[src/design/obm_ram.sv]
// generic single-write, single-read ram with registered read data
module obm_ram #(
  parameter int WIDTH = 80,
  parameter int DEPTH = 32
) (
  input  logic                                     clk,
  input  logic                                     we,
  input  logic [((DEPTH > 1) ? $clog2(DEPTH) : 1)-1:0] waddr,
  input  logic [WIDTH-1:0]                         wdata,
  input  logic [((DEPTH > 1) ? $clog2(DEPTH) : 1)-1:0] raddr,
  output logic [WIDTH-1:0]                         rdata
);

  logic [WIDTH-1:0] mem [DEPTH];

  always_ff @(posedge clk) begin
    if (we) begin
      mem[waddr] <= wdata;
    end
    rdata <= mem[raddr];
  end

endmodule

[config.mk]
export PLATFORM = sky130hd
export DESIGN_NAME = obm_ram
export DESIGN_NICKNAME = d
export VERILOG_FILES = /design/src/design/obm_ram.sv
export SDC_FILE = /design/constraint.sdc
export NUM_CORES = 2
export LEC_CHECK = 0
export ABC_AREA = 1
export BUFFER_PORTS_ARGS = -buffer_cell sky130_fd_sc_hd__buf_2
export CAP_MARGIN = 0
export CORE_UTILIZATION = 55
export CTS_BUF_LIST = sky130_fd_sc_hd__clkbuf_16
export CTS_CLUSTER_DIAMETER = 80
export CTS_CLUSTER_SIZE = 20
export DETAILED_ROUTE_END_ITERATION = 6
export PLACE_DENSITY = 0.71
export SYNTH_ARGS = -nofsm -noshare
export SYNTH_HDL_FRONTEND = slang
export SYNTH_SLANG_ARGS = --single-unit
[constraint.sdc]
create_clock -name clk -period 6.15 [get_ports clk]
set_clock_uncertainty 0.05 [all_clocks]
set_input_delay 1.23 -clock clk [delete_from_list [all_inputs] [get_ports clk]]
set_output_delay 1.23 -clock clk [all_outputs]
set_load 0.02 [all_outputs]
# [Word-level counts from Yosys, hierarchy flattened]
# Memories as Yosys holds them, arrays and structs flattened. A register that Yosys moved wholly into a read port is not among the register bits.
# Cells that the tools add are included.
[word_totals] n_memories=1 ff_bits=0 output_inout_bits=80 ramBits=2560 input_bits=92
[memory_table] memory="mem" depth=32 width=80 read_ports=1 rd_ports_with_merged_regs=1 write_ports=1 line_no="14" rtl="logic [WIDTH-1:0] mem [DEPTH];"
[classes] muxes=2
[op_table] op="$mux W1" n=2

# [Depth between registers and ports, before layout]
[logic_depth] word_depth=2 depth_mapped=12 ltp_nobuf=9

# [Worst setup path before layout]
# Ideal clock, no wire load.
[synth_path] path_type="input to register" from="input waddr[0] (netlist name)" to="memory mem[8][0], enable pin" slack_ns=0.712 arrival_ns=4.868 setup_ns=0.519 stages=3 required_time_ns=5.581 path_cell_list="inv_1 nand3_1 nor2_1"
[synth_rtl] element="from (decl)" line_no="8" rtl="input logic [((DEPTH > 1) ? $clog2(DEPTH) : 1)-1:0] waddr,"
[synth_rtl] element="to (decl)" line_no="14"
# No word-level cell before the write port.

==> results.cfg <==
[run_status]
run_status = completed

[sta]
max_slew_margin_pct = 13.3
setup_violations = 0
finalSetupTns_ps = 0
grt_setup_unrepaired = false
post-route-min-period_ps = 3210
finalHoldViolCount = 0
fmax_ghz = 0.312
slew_limit_fails = 0
worst-slew-pin-transition_ps = 1300
final.period_utilization_pct = 52.2
setup_ws_ps = 2940

[pwr]
seq_power_share_pct = 61.5
power_density_mw_per_mm2 = 292
power.static_leakage_nw = 39.6
power_report.internal_total_mw = 25.2
pwr-share-clk_pct = 31.8
power_switching_share_pct = 22.8
power.net_switching_mw = 7.44
comb_power_share_pct = 6.7
vdd.ir_drop.worst_uv = 218
power_mw = 32.6

[die]
die_height_um = 436
core_footprint_mm2 = 0.186
fp.dieArea_mm2 = 0.190
initial_core_util_pct = 55.6
ios = 172
width_of_the_die_um = 436
fp-row-count = 158

[route]
drc_violation_count_after_routing = 0
antenna_violating_nets_post_route = 0
route.layer.met1.wl_mm = 108
met3_length_mm = 27.6
avgRoutedWirePerCell_um = 25.6
dr_total_vias = 67200
drt_first_pass_iters = 6
avgViaCountPerCell = 6.12
met2WireLength_mm = 135
drt_wl_total_mm = 281
routed.top_layer = met5
first_iter_violations = 9103

[cts]
cts_hold_buffers = 0
cts_tree = done
postCtsResizedCells = 0
clock_tree.buffer_depth = 3
numCtsBuffers = 152
htree_num_levels = 4
postCtsSetupRepairBufs = 0
cts_root_buf = sky130_fd_sc_hd__clkbuf_16
clk_latency_ps = 840
worst_setup_hold_path_clk_slew_ps = 80
clock-sinks = 2640

[placement]
hpwlAfterDp_mm = 130
gp_congestion = 0.794
pre_cts_setup_slack_ps = 2140
io_buffers = 171

[min_path]
min-delay-start = mem[26][15]$_DFFE_PP_
hold_depth = 6
hold_critical_path_endpoint = rdata[15]$_DFF_P_
hold_path_class = register to register

[global_routing]
grt_pass1_vias = 64500
grt_max_degree = 205
grt_pass1_wl_mm = 414
remaining_overflow_grt = 0
global_route.usage.total_pct = 29.3
antenna_found_initial = 27

[layout]
layout.nets = 8458
mostFrequentLayoutCell = sky130_fd_sc_hd__nand2_1
syn2layout_area_growth_pct = 7.85
layout.cells.most_common_list = sky130_fd_sc_hd__nand2_1, sky130_fd_sc_hd__edfxtp_1, sky130_fd_sc_hd__nand3_1
drive_above_1_share_pct = 6.13

[synth]
synthesis.instances = 8450
post-synth-top-area-fraction_pct = 74.3
synth.top_cells.by_area = sky130_fd_sc_hd__edfxtp_1, sky130_fd_sc_hd__nand3_1, sky130_fd_sc_hd__nand2_1
yosys.area.top_type = sky130_fd_sc_hd__edfxtp_1
synth.yosys.seq_area_share_pct = 75.8
synth.lib_cells_used.distinct = 12
syn_area_per_cell_um2 = 12.3
yosys_register_bits = 2640
synth.net_count = 8542
synth_area_mm2 = 0.104
yosys_warnings = 0

[critical_path]
worstPathArrival_ps = 3930
critical_path.endpoint_type = register
worst-endpoint-required_ps = 6870
rrSetupSlack_ps = 4760
critPathMaxFanout = 123
crit_type = input pin to register
worstReg2RegEnd = rdata[77]$_DFF_P_
timing.critical_path.from_type = input pin
rr_startpoint = mem[28][77]$_DFFE_PP_
worst_r2r_path_depth = 8

[run]
max-cap-violations = 0
==> area by class of cell <==
cell class                      count  area [um2]
Sequential cell                  2640       78500
Fill cell                       14200       74600
Multi-Input combinational cell   5252       22800
Clock buffer                      156        3900
Tap cell                         2480        3100
Timing Repair Buffer              310        2750
Clock inverter                    111         544
Inverter                           10        72.6
Antenna cell                       15        37.5
==> worst max-delay path by stage <==
stage	depth (start not counted)	end	startpoint	slack, ps
detailed placement	5	mem[29][21]$_DFFE_PP_	waddr[1]	2140
CTS	5	mem[29][78]$_DFFE_PP_	waddr[1]	3030
global route	10	rdata[64]$_DFF_P_	raddr[0]	2850
global placement	8	rdata[40]$_DFF_P_	raddr[1]	2160
floorplan	3	mem[8][0]$_DFFE_PP_	waddr[0]	710
finish	10	rdata[64]$_DFF_P_	raddr[0]	2940
==> state kept, by name, summed over array words and instances (netlist names) <==
signal / cells
mem: 2560
rdata: 80
==> through the flow <==
step,util [%],cells,hold WS (ps),cell area [um2]
global route,59.9,11000,694,112000
detailed placement,57.5,10700,639,107000
finish,60.0,11000,652,112000
CTS,59.9,11000,660,112000
floorplan,-,8450,590,104000
global placement,57.5,10700,625,107000
==> power groups by stage <==
stage,registers (mW),clock network (mW),logic (mW)
floorplan,20.5,0,1.20
global placement,20.5,0,2.12
detailed placement,20.5,0,2.16
CTS,20.1,10.5,2.17
global route,20.1,11.1,2.38
finish,20.1,10.4,2.19
==> cell families (layout without fill, tap and decap cells) <==
logic type             count (synthesis)  count (layout)  share of synthesized area [%]
flip-flops                          2640            2640                           75.8
buffers and inverters                558             587                           2.44
AND/OR/NAND/NOR                     5252            5252                           21.8
other                                  0              15                              0
==> synth_stat cells <==
cell type                     n
sky130_fd_sc_hd__nand2_1   2976
sky130_fd_sc_hd__edfxtp_1  2560
sky130_fd_sc_hd__nand3_1   2244
sky130_fd_sc_hd__buf_2      332
sky130_fd_sc_hd__clkbuf_1   147
sky130_fd_sc_hd__dfxtp_1     80
sky130_fd_sc_hd__buf_1       65
sky130_fd_sc_hd__nor2_1      32
sky130_fd_sc_hd__inv_1        5
sky130_fd_sc_hd__buf_4        4
sky130_fd_sc_hd__inv_2        4
sky130_fd_sc_hd__clkinv_1     1
==> layer usage <==
| metal | vias up | GRT usage (%) |
|---|---|---|
| met1 | 33100 | 39.9 |
| met5 | - | 0 |
| li1 | 29700 | - |
| met2 | 3730 | 47.9 |
| met3 | 619 | 4.71 |
| met4 | 20 | 10.6 |
==> worst max-delay path, cell delays in order <==
cell	delay (ps)
sky130_fd_sc_hd__buf_8	250
sky130_fd_sc_hd__inv_8	730
sky130_fd_sc_hd__buf_12	500
sky130_fd_sc_hd__buf_4	320
sky130_fd_sc_hd__nand2_1	80
sky130_fd_sc_hd__nand3_1	80
sky130_fd_sc_hd__nand3_1	110
sky130_fd_sc_hd__nand3_1	120
sky130_fd_sc_hd__nand3_1	100
sky130_fd_sc_hd__nand2_1	170
(Power assumes the default switching activity.)
